### config.mk
export PLATFORM = sky130hd
export DESIGN_NAME = stepper_keyframe_motion_fsm_flat
export DESIGN_NICKNAME = d
export VERILOG_FILES = /design/src/rtl/skm_pkg.sv /design/src/rtl/skm_if.sv /design/src/rtl/skm_div.sv /design/src/rtl/stepper_keyframe_motion_fsm.sv /design/src/flat_wrapper.sv
export SDC_FILE = /design/constraint.sdc
export NUM_CORES = 2
export LEC_CHECK = 0
export ABC_AREA = 1
export ABC_CLOCK_PERIOD_IN_PS = 14500
export BUFFER_PORTS_ARGS = -buffer_cell sky130_fd_sc_hd__buf_2
export CAP_MARGIN = 10
export CORE_MARGIN = 2
export CORE_UTILIZATION = 55
export DETAILED_ROUTE_END_ITERATION = 8
export GPL_TIMING_DRIVEN = 0
export PLACE_DENSITY = 0.79
export SETUP_SLACK_MARGIN = 0.4
export SLEW_MARGIN = 20
export SYNTH_ARGS = -nofsm -noshare
export SYNTH_HDL_FRONTEND = slang
export SYNTH_HIERARCHICAL = 1
export SYNTH_SLANG_ARGS = --single-unit
### constraint.sdc
create_clock -name i_clk -period 14.5 [get_ports i_clk]
set_input_delay 0.725 -clock i_clk [delete_from_list [all_inputs] [get_ports i_clk]]
set_output_delay 0.725 -clock i_clk [all_outputs]
set_load 0.005 [all_outputs]
### src/rtl/skm_pkg.sv
`timescale 1ns / 1ps
// skm_pkg: shared types and constants for the stepper keyframe sequencer
// no dependencies; used by the interfaces, the divider and the top level
package skm_pkg;

    // axis states, numbered in sequencer order
    typedef enum logic [2:0] {
        MODE_INIT     = 3'd0,
        MODE_CAL_UP   = 3'd1,
        MODE_CAL_HIT  = 3'd2,
        MODE_CAL_DONE = 3'd3,
        MODE_ACTIVE   = 3'd4,
        MODE_PAST     = 3'd5,
        MODE_HIT      = 3'd6,
        MODE_WAIT     = 3'd7
    } t_mode;

    // input word opcodes
    typedef enum logic [1:0] {
        OP_TICK      = 2'd0,
        OP_START_ANI = 2'd1,
        OP_START_CAL = 2'd2,
        OP_KEYFRAME  = 2'd3
    } t_op;

    // configuration register indexes
    localparam logic [2:0] CFG_REVERSE   = 3'd0;
    localparam logic [2:0] CFG_MAX_SPEED = 3'd1;
    localparam logic [2:0] CFG_CAL_SPEED = 3'd2;
    localparam logic [2:0] CFG_BACKOFF   = 3'd3;
    localparam logic [2:0] CFG_SETTLE    = 3'd4;
    localparam logic [2:0] CFG_OVERSHOOT = 3'd5;

    localparam int CFG_IDX_W  = 3;
    localparam int CFG_DATA_W = 16;

    // speed divider widths: 1000 * 33-bit difference, 32-bit time difference
    localparam int NUM_W = 43;
    localparam int DEN_W = 32;
    localparam int Q_W   = 12;   // saturated quotient, wide enough for +-2047
    localparam int CNT_W = 6;

    localparam logic signed [43:0] SPEED_SCALE = 44'sd1000;

endpackage

### src/rtl/skm_if.sv
`timescale 1ns / 1ps
// skm_if: valid/ready channel interfaces for items, results and configuration
// depends on skm_pkg for the field widths
interface skm_in_if;
    logic               valid;
    logic               ready;
    logic [1:0]         op;
    logic [30:0]        elapsed_ms;
    logic               endstop_pressed;
    logic signed [31:0] motor_position;
    logic signed [31:0] key_target;
    logic [30:0]        key_time_ms;
    modport source (output valid, op, elapsed_ms, endstop_pressed, motor_position,
                    key_target, key_time_ms, input ready);
    modport sink (input valid, op, elapsed_ms, endstop_pressed, motor_position,
                  key_target, key_time_ms, output ready);
endinterface

interface skm_out_if;
    logic               valid;
    logic               ready;
    logic [2:0]         axis_state;
    logic signed [10:0] speed_command;
    logic               speed_set;
    logic               zero_position;
    logic               run_step;
    modport source (output valid, axis_state, speed_command, speed_set, zero_position,
                    run_step, input ready);
    modport sink (input valid, axis_state, speed_command, speed_set, zero_position,
                  run_step, output ready);
endinterface

interface skm_cfg_if;
    logic                          valid;
    logic                          ready;
    logic [skm_pkg::CFG_IDX_W-1:0]  index;
    logic [skm_pkg::CFG_DATA_W-1:0] data;
    modport source (output valid, index, data, input ready);
    modport sink (input valid, index, data, output ready);
endinterface

### src/rtl/skm_div.sv
`timescale 1ns / 1ps
// skm_div: bit-serial restoring signed divider, one quotient bit per cycle
// depends on skm_pkg; quotient truncates toward zero and saturates to Q_W bits
module skm_div (
    input  logic                             i_clk,
    input  logic                             i_rst_n,
    input  logic                             i_start,
    input  logic signed [skm_pkg::NUM_W-1:0] i_num,
    input  logic signed [skm_pkg::DEN_W-1:0] i_den,
    output logic                             o_done,
    output logic signed [skm_pkg::Q_W-1:0]   o_quot
);
    import skm_pkg::*;

    logic             r_busy;
    logic [CNT_W-1:0] r_cnt;
    logic [DEN_W:0]   r_rem;
    logic [NUM_W-1:0] r_quo;
    logic [DEN_W-1:0] r_den;
    logic             r_neg;
    logic             r_done;

    logic [DEN_W:0]   w_shift;
    logic [DEN_W:0]   w_trial;
    logic             w_fit;
    logic [Q_W-2:0]   w_mag;

    // one restoring step
    always_comb begin
        w_shift = {r_rem[DEN_W-1:0], r_quo[NUM_W-1]};
        w_trial = w_shift - {1'b0, r_den};
        w_fit   = (w_shift >= {1'b0, r_den});
    end

    always_ff @(posedge i_clk) begin
        if (!i_rst_n) begin
            r_busy <= 1'b0;
            r_done <= 1'b0;
        end else begin
            r_done <= 1'b0;
            if (i_start) begin
                r_busy <= 1'b1;
                r_cnt  <= CNT_W'(NUM_W - 1);
                r_rem  <= '0;
                r_quo  <= i_num[NUM_W-1] ? NUM_W'(-i_num) : i_num;
                r_den  <= i_den[DEN_W-1] ? DEN_W'(-i_den) : i_den;
                r_neg  <= i_num[NUM_W-1] ^ i_den[DEN_W-1];
            end else if (r_busy) begin
                r_rem <= w_fit ? w_trial : w_shift;
                r_quo <= {r_quo[NUM_W-2:0], w_fit};
                if (r_cnt == '0) begin
                    r_busy <= 1'b0;
                    r_done <= 1'b1;
                end
                r_cnt <= r_cnt - 1'b1;
            end
        end
    end

    // saturate magnitude and apply sign
    always_comb begin
        if (r_quo[NUM_W-1:Q_W-1] != '0) w_mag = '1;
        else                            w_mag = r_quo[Q_W-2:0];
        o_quot = r_neg ? -$signed({1'b0, w_mag}) : $signed({1'b0, w_mag});
    end

    assign o_done = r_done;

endmodule

### src/rtl/stepper_keyframe_motion_fsm.sv
`timescale 1ns / 1ps
// stepper_keyframe_motion_fsm: eight-state stepper axis sequencer, top level
// depends on skm_pkg, skm_if and skm_div
//
// One word in, one result word out. A start command or a keyframe loads its result
// into the output register at the accepting edge. A tick passes through S_PRE,
// which registers the divider-free transitions and the 1000 x position-difference
// numerator; S_LOAD, which loads the divider; S_DIV, which runs the bit-serial speed
// divider until its registered done flag; and S_FIN, which makes the final state
// update. The divider's one-bit-per-cycle loop sets the length of a tick.
// The input is not ready again until the result word has been taken.
// Configuration writes are always accepted and must only be issued while idle.
module stepper_keyframe_motion_fsm (
    input  logic   i_clk,
    input  logic   i_rst_n,
    skm_in_if.sink   i_in,
    skm_out_if.source o_out,
    skm_cfg_if.sink  i_cfg
);
    import skm_pkg::*;

    typedef enum logic [2:0] {S_IDLE, S_PRE, S_LOAD, S_DIV, S_FIN, S_OUT} t_seq;

    t_seq               r_seq;
    // configuration
    logic               r_rev;
    logic [9:0]         r_max;
    logic signed [10:0] r_cal;
    logic signed [10:0] r_back;
    logic [15:0]        r_settle;
    logic [15:0]        r_over;
    // axis state
    t_mode              r_cur;
    t_mode              r_pend;
    logic signed [10:0] r_held;
    logic signed [31:0] r_gpos;
    logic [30:0]        r_gtime;
    logic               r_fresh;
    logic [30:0]        r_hit;
    logic [30:0]        r_now;
    // tick scratch
    logic               r_endstop;
    logic signed [31:0] r_pos;
    logic               r_zero;
    logic signed [NUM_W-1:0] r_num;
    logic signed [DEN_W-1:0] r_den;
    logic               r_dtz;
    // result register
    logic               r_o_valid;
    logic [2:0]         r_o_state;
    logic signed [10:0] r_o_cmd;
    logic               r_o_set;
    logic               r_o_zero;
    logic               r_o_run;

    logic               w_div_done;
    logic signed [Q_W-1:0] w_div_q;

    // pre-transition signals
    logic signed [32:0] w_since;
    logic               w_settled;
    t_mode              n_pend;
    logic               n_fresh_pre;
    logic               n_zero;
    logic signed [31:0] w_pos_div;
    logic signed [32:0] w_diff;
    logic signed [43:0] w_prod;

    // finish signals
    logic signed [Q_W-1:0] w_q;
    t_mode              n_mode;
    logic               w_changed;
    logic               w_fresh_mid;
    logic               w_upd;
    logic signed [Q_W-1:0] w_s;
    logic signed [Q_W-1:0] w_mx;
    logic signed [Q_W-1:0] w_clamp;
    logic               w_set;
    logic               w_run;
    logic               w_hit_now;
    logic               w_hit_clr;
    logic signed [10:0] w_cmd;

    skm_div u_div (
        .i_clk   (i_clk),
        .i_rst_n (i_rst_n),
        .i_start (r_seq == S_LOAD),
        .i_num   (r_num),
        .i_den   (r_den),
        .o_done  (w_div_done),
        .o_quot  (w_div_q)
    );

    // transitions that need no speed, plus zeroing and the speed numerator
    always_comb begin
        w_since     = $signed({2'b00, r_now}) - $signed({2'b00, r_hit});
        w_settled   = (w_since > $signed({17'd0, r_settle})) && !r_endstop;
        n_pend      = r_pend;
        n_fresh_pre = r_fresh;
        if (r_pend == r_cur) begin
            case (r_cur)
                MODE_CAL_UP:  if (r_endstop) n_pend = MODE_CAL_HIT;
                MODE_CAL_HIT: if (w_settled) n_pend = MODE_CAL_DONE;
                MODE_ACTIVE: begin
                    if (r_endstop) n_pend = MODE_HIT;
                    else if ({1'b0, r_now} >= ({1'b0, r_gtime} + {16'd0, r_over}))
                        n_pend = MODE_PAST;
                end
                MODE_PAST: if (r_fresh) begin
                    n_fresh_pre = 1'b0;
                    n_pend      = MODE_ACTIVE;
                end
                MODE_HIT:     if (w_settled) n_pend = MODE_WAIT;
                default: ;
            endcase
        end
        n_zero    = (n_pend != r_cur) && ((r_cur == MODE_CAL_HIT) || (r_cur == MODE_HIT));
        w_pos_div = n_zero ? 32'sd0 : r_pos;
        w_diff    = $signed({r_gpos[31], r_gpos}) - $signed({w_pos_div[31], w_pos_div});
        w_prod    = $signed({{11{w_diff[32]}}, w_diff}) * SPEED_SCALE;
    end

    // final transition and speed update
    always_comb begin
        w_q         = r_dtz ? '0 : w_div_q;
        n_mode      = r_pend;
        w_fresh_mid = r_fresh;
        if ((r_pend == r_cur) && (r_cur == MODE_WAIT) && r_fresh && (w_q > 0)) begin
            n_mode      = MODE_ACTIVE;
            w_fresh_mid = 1'b0;
        end
        w_changed = (n_mode != r_cur);
        w_upd     = 1'b0;
        w_s       = '0;
        w_run     = 1'b0;
        w_hit_now = 1'b0;
        w_hit_clr = 1'b0;
        case (n_mode)
            MODE_CAL_UP: begin
                w_upd = w_changed;
                w_s   = Q_W'(r_cal);
                w_run = 1'b1;
            end
            MODE_CAL_HIT, MODE_HIT: begin
                w_upd     = w_changed;
                w_s       = Q_W'(r_back);
                w_hit_now = w_changed;
                w_run     = 1'b1;
            end
            MODE_CAL_DONE, MODE_PAST: begin
                w_upd = w_changed;
                w_run = w_changed;
            end
            MODE_ACTIVE: begin
                w_upd = w_changed || w_fresh_mid;
                w_s   = w_q;
                w_run = 1'b1;
            end
            MODE_WAIT: begin
                w_upd     = w_changed;
                w_run     = w_changed;
                w_hit_clr = w_changed;
            end
            default: ;
        endcase
        w_mx = $signed({2'b00, r_max});
        if (w_s > w_mx)       w_clamp = w_mx;
        else if (w_s < -w_mx) w_clamp = -w_mx;
        else                  w_clamp = w_s;
        w_set = w_upd && (w_s != Q_W'(r_held));
        if (w_clamp == '0) w_cmd = 11'sd1;
        else if (r_rev)    w_cmd = 11'(-w_clamp);
        else               w_cmd = 11'(w_clamp);
    end

    always_ff @(posedge i_clk) begin
        if (!i_rst_n) begin
            r_seq     <= S_IDLE;
            r_rev     <= 1'b0;
            r_max     <= 10'd200;
            r_cal     <= -11'sd200;
            r_back    <= 11'sd60;
            r_settle  <= 16'd300;
            r_over    <= 16'd100;
            r_cur     <= MODE_INIT;
            r_pend    <= MODE_INIT;
            r_held    <= '0;
            r_gpos    <= '0;
            r_gtime   <= '0;
            r_fresh   <= 1'b0;
            r_hit     <= '0;
            r_now     <= '0;
            r_o_valid <= 1'b0;
        end else begin
            // configuration writes
            if (i_cfg.valid) begin
                case (i_cfg.index)
                    CFG_REVERSE:   r_rev    <= i_cfg.data[0];
                    CFG_MAX_SPEED: r_max    <= i_cfg.data[9:0];
                    CFG_CAL_SPEED: r_cal    <= i_cfg.data[10:0];
                    CFG_BACKOFF:   r_back   <= i_cfg.data[10:0];
                    CFG_SETTLE:    r_settle <= i_cfg.data;
                    CFG_OVERSHOOT: r_over   <= i_cfg.data;
                    default: ;
                endcase
            end
            case (r_seq)
                S_IDLE: if (i_in.valid) begin
                    r_o_state <= r_cur;
                    r_o_cmd   <= '0;
                    r_o_set   <= 1'b0;
                    r_o_zero  <= 1'b0;
                    r_o_run   <= 1'b0;
                    case (t_op'(i_in.op))
                        OP_START_ANI: begin
                            r_pend    <= MODE_ACTIVE;
                            r_o_valid <= 1'b1;
                            r_seq     <= S_OUT;
                        end
                        OP_START_CAL: begin
                            r_pend    <= MODE_CAL_UP;
                            r_o_valid <= 1'b1;
                            r_seq     <= S_OUT;
                        end
                        OP_KEYFRAME: begin
                            r_gpos    <= i_in.key_target;
                            r_gtime   <= i_in.key_time_ms;
                            r_fresh   <= 1'b1;
                            r_o_valid <= 1'b1;
                            r_seq     <= S_OUT;
                        end
                        default: begin
                            r_now     <= i_in.elapsed_ms;
                            r_endstop <= i_in.endstop_pressed;
                            r_pos     <= r_rev ? -i_in.motor_position : i_in.motor_position;
                            r_seq     <= S_PRE;
                        end
                    endcase
                end
                // settle the divider-free transitions, build the quotient operands
                S_PRE: begin
                    r_pend  <= n_pend;
                    r_fresh <= n_fresh_pre;
                    r_zero  <= n_zero;
                    r_num   <= w_prod[NUM_W-1:0];
                    r_den   <= $signed({1'b0, r_gtime}) - $signed({1'b0, r_now});
                    r_dtz   <= (r_gtime == r_now);
                    r_seq   <= S_LOAD;
                end
                S_LOAD: r_seq <= S_DIV;
                S_DIV:  if (w_div_done) r_seq <= S_FIN;
                // commit the new mode and the speed word
                S_FIN: begin
                    r_cur     <= n_mode;
                    r_pend    <= n_mode;
                    r_fresh   <= w_upd ? 1'b0 : w_fresh_mid;
                    if (w_set)     r_held <= 11'(w_clamp);
                    if (w_hit_now) r_hit  <= r_now;
                    if (w_hit_clr) r_hit  <= '0;
                    r_o_state <= n_mode;
                    r_o_cmd   <= w_set ? w_cmd : 11'sd0;
                    r_o_set   <= w_set;
                    r_o_zero  <= r_zero;
                    r_o_run   <= w_run;
                    r_o_valid <= 1'b1;
                    r_seq     <= S_OUT;
                end
                S_OUT: if (o_out.ready) begin
                    r_o_valid <= 1'b0;
                    r_seq     <= S_IDLE;
                end
                default: r_seq <= S_IDLE;
            endcase
        end
    end

    // ports
    assign i_in.ready          = (r_seq == S_IDLE);
    assign i_cfg.ready         = 1'b1;
    assign o_out.valid         = r_o_valid;
    assign o_out.axis_state    = r_o_state;
    assign o_out.speed_command = r_o_cmd;
    assign o_out.speed_set     = r_o_set;
    assign o_out.zero_position = r_o_zero;
    assign o_out.run_step      = r_o_run;

endmodule
### src/flat_wrapper.sv
// flat-port wrapper written by rule: the top's interface ports become plain ports
module stepper_keyframe_motion_fsm_flat import skm_pkg::*;
  (i_clk, i_rst_n, i_in_valid, i_in_op, i_in_elapsed_ms, i_in_endstop_pressed, i_in_motor_position, i_in_key_target, i_in_key_time_ms, i_in_ready, o_out_valid, o_out_axis_state, o_out_speed_command, o_out_speed_set, o_out_zero_position, o_out_run_step, o_out_ready, i_cfg_valid, i_cfg_index, i_cfg_data, i_cfg_ready);
  skm_in_if i_in_i ();
  skm_out_if o_out_i ();
  skm_cfg_if i_cfg_i ();
  input  logic i_clk;
  input  logic i_rst_n;
  input wire logic [$bits(i_in_i.valid)-1:0] i_in_valid;
  input wire logic [$bits(i_in_i.op)-1:0] i_in_op;
  input wire logic [$bits(i_in_i.elapsed_ms)-1:0] i_in_elapsed_ms;
  input wire logic [$bits(i_in_i.endstop_pressed)-1:0] i_in_endstop_pressed;
  input wire logic [$bits(i_in_i.motor_position)-1:0] i_in_motor_position;
  input wire logic [$bits(i_in_i.key_target)-1:0] i_in_key_target;
  input wire logic [$bits(i_in_i.key_time_ms)-1:0] i_in_key_time_ms;
  output wire logic [$bits(i_in_i.ready)-1:0] i_in_ready;
  output wire logic [$bits(o_out_i.valid)-1:0] o_out_valid;
  output wire logic [$bits(o_out_i.axis_state)-1:0] o_out_axis_state;
  output wire logic [$bits(o_out_i.speed_command)-1:0] o_out_speed_command;
  output wire logic [$bits(o_out_i.speed_set)-1:0] o_out_speed_set;
  output wire logic [$bits(o_out_i.zero_position)-1:0] o_out_zero_position;
  output wire logic [$bits(o_out_i.run_step)-1:0] o_out_run_step;
  input wire logic [$bits(o_out_i.ready)-1:0] o_out_ready;
  input wire logic [$bits(i_cfg_i.valid)-1:0] i_cfg_valid;
  input wire logic [$bits(i_cfg_i.index)-1:0] i_cfg_index;
  input wire logic [$bits(i_cfg_i.data)-1:0] i_cfg_data;
  output wire logic [$bits(i_cfg_i.ready)-1:0] i_cfg_ready;
  assign i_in_i.valid = i_in_valid;
  assign i_in_i.op = i_in_op;
  assign i_in_i.elapsed_ms = i_in_elapsed_ms;
  assign i_in_i.endstop_pressed = i_in_endstop_pressed;
  assign i_in_i.motor_position = i_in_motor_position;
  assign i_in_i.key_target = i_in_key_target;
  assign i_in_i.key_time_ms = i_in_key_time_ms;
  assign i_in_ready = i_in_i.ready;
  assign o_out_valid = o_out_i.valid;
  assign o_out_axis_state = o_out_i.axis_state;
  assign o_out_speed_command = o_out_i.speed_command;
  assign o_out_speed_set = o_out_i.speed_set;
  assign o_out_zero_position = o_out_i.zero_position;
  assign o_out_run_step = o_out_i.run_step;
  assign o_out_i.ready = o_out_ready;
  assign i_cfg_i.valid = i_cfg_valid;
  assign i_cfg_i.index = i_cfg_index;
  assign i_cfg_i.data = i_cfg_data;
  assign i_cfg_ready = i_cfg_i.ready;
  stepper_keyframe_motion_fsm u_core (.i_clk(i_clk), .i_rst_n(i_rst_n), .i_in(i_in_i), .o_out(o_out_i), .i_cfg(i_cfg_i));
endmodule
; After elaboration in Yosys (flattened, before gate mapping)
; Cells that the tools add are included.
[totals]
regBits = 452
elab_cells = 205
[op_classes]
addsub = 12
n_reduce_logical = 44
multipliers = 1
n_mux = 64
magnitude_cmp = 6
bitwise_logic = 4
n_eq_ne = 39
[op_table]
columns = operator, n
row1 = two-way mux 43 bit, 3
row2 = two-way mux 32 bit, 4
row3 = two-way mux 31 bit, 3
row4 = negation 32 bit, 2
row5 = subtractor 31 x 31 -> 32 bit, 2
row6 = two-way mux 11 bit, 5
row7 = two-way mux 12 bit, 4
row8 = negation 43 bit, 1
row9 = two-way mux 3 bit, 14
row10 = multiplier 33 x 8 -> 40 bit (second input constant), 1
row11 = equality test 3 bit (second input constant), 12
row12 = one-hot mux 12 bit (3 select lines), 1
row13 = >= comparator 33 x 32 -> 1 bit, 1
row14 = > comparator 33 x 17 -> 1 bit, 1
row15 = subtractor 32 x 32 -> 33 bit, 1
row16 = adder 31 x 16 -> 32 bit, 1
row17 = >= comparator 31 x 32 -> 1 bit, 1
row18 = nonzero test 32 bit, 1
row19 = subtractor 32 bit, 1
row20 = equality test 31 bit, 1
row21 = one-hot mux 11 bit (2 select lines), 1
row22 = AND reduction 2 bit, 11
row23 = equality test 3 x 2 -> 1 bit (second input constant), 7
row24 = one-hot mux 3 bit (6 select lines), 1
row25 = other kinds (40), 90

; Logic depth before layout (Yosys ltp)
[logic_depth]
ltp_word = 19
ltp_mapped = 72
depth_no_buf = 71

; Hierarchy
; The synthesis kept the hierarchy.
[modules_own_cells]
columns = mod, area_each_um2, seq_area_each_um2, cells_each, instances
row1 = stepper_keyframe_motion_fsm, 27348.7, 7967.6, 3505, 1
row2 = skm_div, 9759.4, 3463.3, 1431, 1

; Least setup slack after synthesis
; Ideal clock, no wire load.
[synth_path]
path_type = reg-to-reg
from = register u_core.r_over[0]
to = register u_core.r_num[42] (data pin)
arrival_time_ns = 9.981
stages_incl_launch_ff = 67
path_buffers = 1
required_ns = 14.239
slack_ns = 4.258
period_less_slack_ns = 10.242
path_cell_list = dfxtp_1 ha_1 inv_1 fa_1 inv_1 a31oi_1 o21ai_0 a21oi_1 o21bai_1 nand2_1 nand2_1 a21o_1 nand2_1 nand2_1 nand4_1 nor3_1 nand2_1 xor2_1 [... 31 more ...] fa_1 inv_1 ha_1 a21oi_1 o21ai_0 a211oi_1 nand2_1 a21oi_1 o221ai_1 nand2_1 nand2_1 nand2_1 nand2_1 nand2_1 nand2_1 nand2_1 nand2_1 xor2_1
[synth_via]
elab_chain_len = 11
[synth_rtl]
columns = element, line_no
row1 = from (decl), stepper_keyframe_motion_fsm.sv:31  ; logic [15:0] r_over;
row2 = from (signal assigned), stepper_keyframe_motion_fsm.sv:203  ; CFG_OVERSHOOT: r_over <= i_cfg.data;
row3 = adder 31 x 16 -> 32 bit, stepper_keyframe_motion_fsm.sv:106  ; else if ({1'b0, r_now} >= ({1'b0, r_gtime} + {16'd0, r_over}))
row4 = >= comparator 31 x 32 -> 1 bit, stepper_keyframe_motion_fsm.sv:106
row5 = two-way mux 3 bit, stepper_keyframe_motion_fsm.sv:106
row6 = two-way mux 3 bit, stepper_keyframe_motion_fsm.sv:105  ; if (r_endstop) n_pend = MODE_HIT;
row7 = one-hot mux 3 bit (5 select lines), stepper_keyframe_motion_fsm.sv:101  ; case (r_cur)
row8 = two-way mux 3 bit, stepper_keyframe_motion_fsm.sv:100  ; if (r_pend == r_cur) begin
row9 = inequality test 3 bit, stepper_keyframe_motion_fsm.sv:117  ; n_zero = (n_pend != r_cur) && ((r_cur == MODE_CAL_HIT) || (r_cur == MODE_HIT));
row10 = logical AND 1 bit, stepper_keyframe_motion_fsm.sv:117
row11 = two-way mux 32 bit, stepper_keyframe_motion_fsm.sv:118  ; w_pos_div = n_zero ? 32'sd0 : r_pos;
row12 = subtractor 32 x 32 -> 33 bit, stepper_keyframe_motion_fsm.sv:119  ; w_diff = $signed({r_gpos[31], r_gpos}) - $signed({w_pos_div[31], w_pos_div});
row13 = multiplier 33 x 8 -> 40 bit, stepper_keyframe_motion_fsm.sv:120  ; w_prod = $signed({{11{w_diff[32]}}, w_diff}) * SPEED_SCALE;
row14 = net u_core.w_prod[42], stepper_keyframe_motion_fsm.sv:67  ; logic signed [43:0] w_prod;
row15 = to (signal assigned), stepper_keyframe_motion_fsm.sv:245  ; r_num <= w_prod[NUM_W-1:0];
row16 = to (decl), stepper_keyframe_motion_fsm.sv:45  ; logic signed [NUM_W-1:0] r_num;
; The timed path passes the listed nets, and every way through them passes these cells.
; A chain may end at the register's enable or synchronous reset.

; Worst setup path in the final report
[layout_path]
from = register u_core.r_over[0]
to = register u_core.r_num[37] (data pin)
; The elaborated chain is that of the path after synthesis.

==> impl_metrics.csv <==
group,metric,value,unit
drt,dr.pass1.iters,6,
yosys,seq_area_frac_synth,30.80,%
drt,wire_per_inst,16.89,microns
flow_run,drv_cap,0,
clock_tree,hold_buffers,0,
global_route,grt_use_total,28.80,%
place,hpwlAfterDp,82.67,mm
status,status,"finished, final reports clean",
floorplanning,fp.dieH,263.8,microns
clock_tree,cts-buffers-inserted,50,
setup_path,worstSetupStartpointType,"flop",
yosys,synth_area_per_cell,7.518,sq um
global_route,grt_first_pass_wirelength,161.4,mm
sta,fmax,77.54,MHz
sta,setup_violations,0,
yosys,yosysWarnings,6,
drt,final_antenna_net_count,0,
clock_tree,cts_root_buf,"clkbuf_16",
sta,rsz0062_at_grt,"no",
cells_and_area,fill_cells,6050,
sta,slew_viol_final,0,
clock_tree,cts_tree,"built",
yosys,synth-seq-cells,452,
yosys,synth-edff-count,238,
floorplanning,fp.dieW,263.8,microns
setup_path,cpPeakStageDelay,540,ps
global_route,overflow,0,
setup_path,crit_path_end_kind,"flop",
worst_hold_path,hold_path.class,"in2reg",
clock_tree,clock_path_buffers,3,
place,gp_congestion,0.9708,
clock_tree,clkTransAtPathRegs,60,ps
sta,post-route-min-period,12900,ps
clock_tree,htree_levels,2,
setup_path,crit_top_cell,"nand2_1",
floorplanning,die-area,69560,sq um
floorplanning,num_rows,95,
drt,routed_wl,102.7,mm
sta,holdWs,323.1,ps
floorplanning,ios,173,
global_route,grt_antenna_before_repair,2,
global_route,grt_max_degree,59,
sta,clock_skew,35.17,ps
clock_tree,cts_resized,0,
yosys,ys_types,62,
drt,drtIter0Drc,2835,
clock_tree,clk_latency,620,ps
drt,num_vias,33460,
cells_and_area,fin_nets,5753,
setup_path,crit_type,"reg2reg",
setup_path,critPathSlowestCell,"fa_1",
sta,fin_setup_tns,0,ps
floorplanning,start_util,55.35,%
sta,finalCritPeriodShare,88.94,%
clock_tree,cts.sinks,452,
yosys,syn_inst,4936,
cells_and_area,area_growth,10.01,%
setup_path,critPathMaxFanout,10,
sta,worst_slew_pin_slew,1241,ps
clock_tree,postCtsSetupBuffers,0,
global_route,grt_pass1_vias,31270,
sta,slew_headroom,17.26,%
drt,vias_per_cell,5.501,
yosys,synth_ff_type,"edfxtp_1",
cells_and_area,drive_above_1_share,7.373,%
yosys,async_reset_ff_share,0,%
floorplanning,design.core.area,67040,sq um
setup_path,critPathRequiredTime,14840,ps
setup_path,arrival,13240,ps
drt,drc,0,
yosys,netlist_area,37110,sq um
sta,hold_viol_final,0,
place,port_buffers,171,
[Yosys cell counts (5+ instances only)]
master    count  area [sq um]
nand2_1     967          3630
a21boi_0      7         52.55
edfxtp_1    238          7147
nor2_2       18         112.6
o21a_1        9         67.56
o221ai_1      7         61.31
o31ai_1       5         37.54
nand3_1     178         890.9
o211ai_1     18         135.1
nor2_4        8         90.09
nand3b_1     35         262.8
buf_2        14         70.07
or2_2        17         106.4
xor2_1      204          1787
clkbuf_1     84         315.3
nand4_1      73         456.7
buf_6         5         56.30
o21ai_0     314          1572
nor4_1       16         100.1
inv_2         7         26.28
ha_1        313          3916
nand2_2      14         87.58
a211oi_1     38         285.3
nand3_2       6         60.06
nand2_4       6         67.56
o21ai_1      14         70.07
a31oi_1      24         150.1
nor3_1       63         315.3
inv_1       769          2887
a21o_1       21         157.7
a21oi_1     349          1747
o21bai_1     23         172.7
dfxtp_1     214          4284
fa_1        120          2402
buf_1         7         26.28
xnor2_1      82         718.2
nor2_1      593          2226
[critical path, delay by kind of cell (launching register included)]
family	cells	cell delay, ps
buf+inv	8	770
compound gates	16	3180
xor+xnor	4	860
simple gates	25	3780
flops	1	350
fa+ha+maj	9	3660
[path summary, 6_finish.rpt]
check	startpoint	end	slack [ps]	cells after the start
worst min-delay path	i_in_key_time_ms[6]	u_core/r_gtime[6]	320	3
worst min register to register	u_core/r_den[0]	u_core/u_div/r_den[0]	450	0
worst max-delay path	u_core/r_over[0]	u_core/r_num[37]	1600	62
worst max register to register	u_core/r_over[0]	u_core/r_num[37]	1600	62
[placed cells by master (no fill, tap or decap), types with 10 or more instances in the layout]
cell type	count
a211oi_1	38
a21o_1	21
a21oi_1	349
a31oi_1	24
buf_2	185
clkbuf_1	91
clkbuf_16	50
clkinv_1	11
dfxtp_1	214
edfxtp_1	238
fa_1	120
ha_1	313
inv_1	768
nand2_1	966
nand2_2	14
nand3_1	178
nand3b_1	35
nand4_1	73
nor2_1	590
nor2_2	19
nor2_4	10
nor3_1	63
nor4_1	16
o211ai_1	18
o21ai_0	314
o21ai_1	14
o21bai_1	23
or2_2	17
xnor2_1	82
xor2_1	204
[per-stage QoR]
stage	util (%)	instances	cell area (sq um)	worst slack [ps]
6_report	60.89	6082	40820	1604
5_1_grt	60.89	6081	40820	622.9
4_1_cts	60.89	6081	40820	1664
3_5_place_dp	58.45	5988	39180	1702
3_3_place_gp	58.28	5984	39070	1750
2_1_floorplan	-	4940	37120	4258
[kinds of logic after synthesis]
family	count (synthesis)	share of synthesized area, %
simple gates	2009	23.14
buf+inv	895	9.283
compound gates	855	12.83
flops	452	30.80
fa+ha+maj	435	17.08
xor+xnor	288	6.838
other cells	2	0.02024
[final cells by class]
class                           instances  area [sq um]  share of cell area, %
Clock buffer                           62          1340                  3.283
Multi-Input combinational cell       3593         22270                  54.56
Inverter                              779          2927                  7.169
Buffer                                116         518.0                  1.269
Tap cell                              873          1092                  2.676
Antenna cell                            1         2.502               0.006130
Sequential cell                       452         11430                  28.00
Clock inverter                         31         295.3                 0.7233
Timing Repair Buffer                  175         943.4                  2.311
[metal layers]
layer,share of wire [%],GRT usage [%],routed length [microns]
met2,45,46.99,46400
met3,7.7,4.502,7870
met1,44,38.83,44730
met4,3.6,10.41,3733
met5,0.014,0,14
[registers in the layout (all words and copies together), names as in the netlist, 16 cells and up]
signal,cells
u_core/r_settle,16
u_core/r_gtime,31
u_core/r_now,31
u_core/r_den,32
u_core/r_pos,32
u_core/r_hit,31
u_core/r_over,16
u_core/r_num,40
u_core/u_div/r_rem,32
u_core/u_div/r_quo,43
u_core/u_div/r_den,32
u_core/r_gpos,32
Power is not shown: default switching activity piles up to over one toggle a cycle in this logic, so the estimate is an artifact.
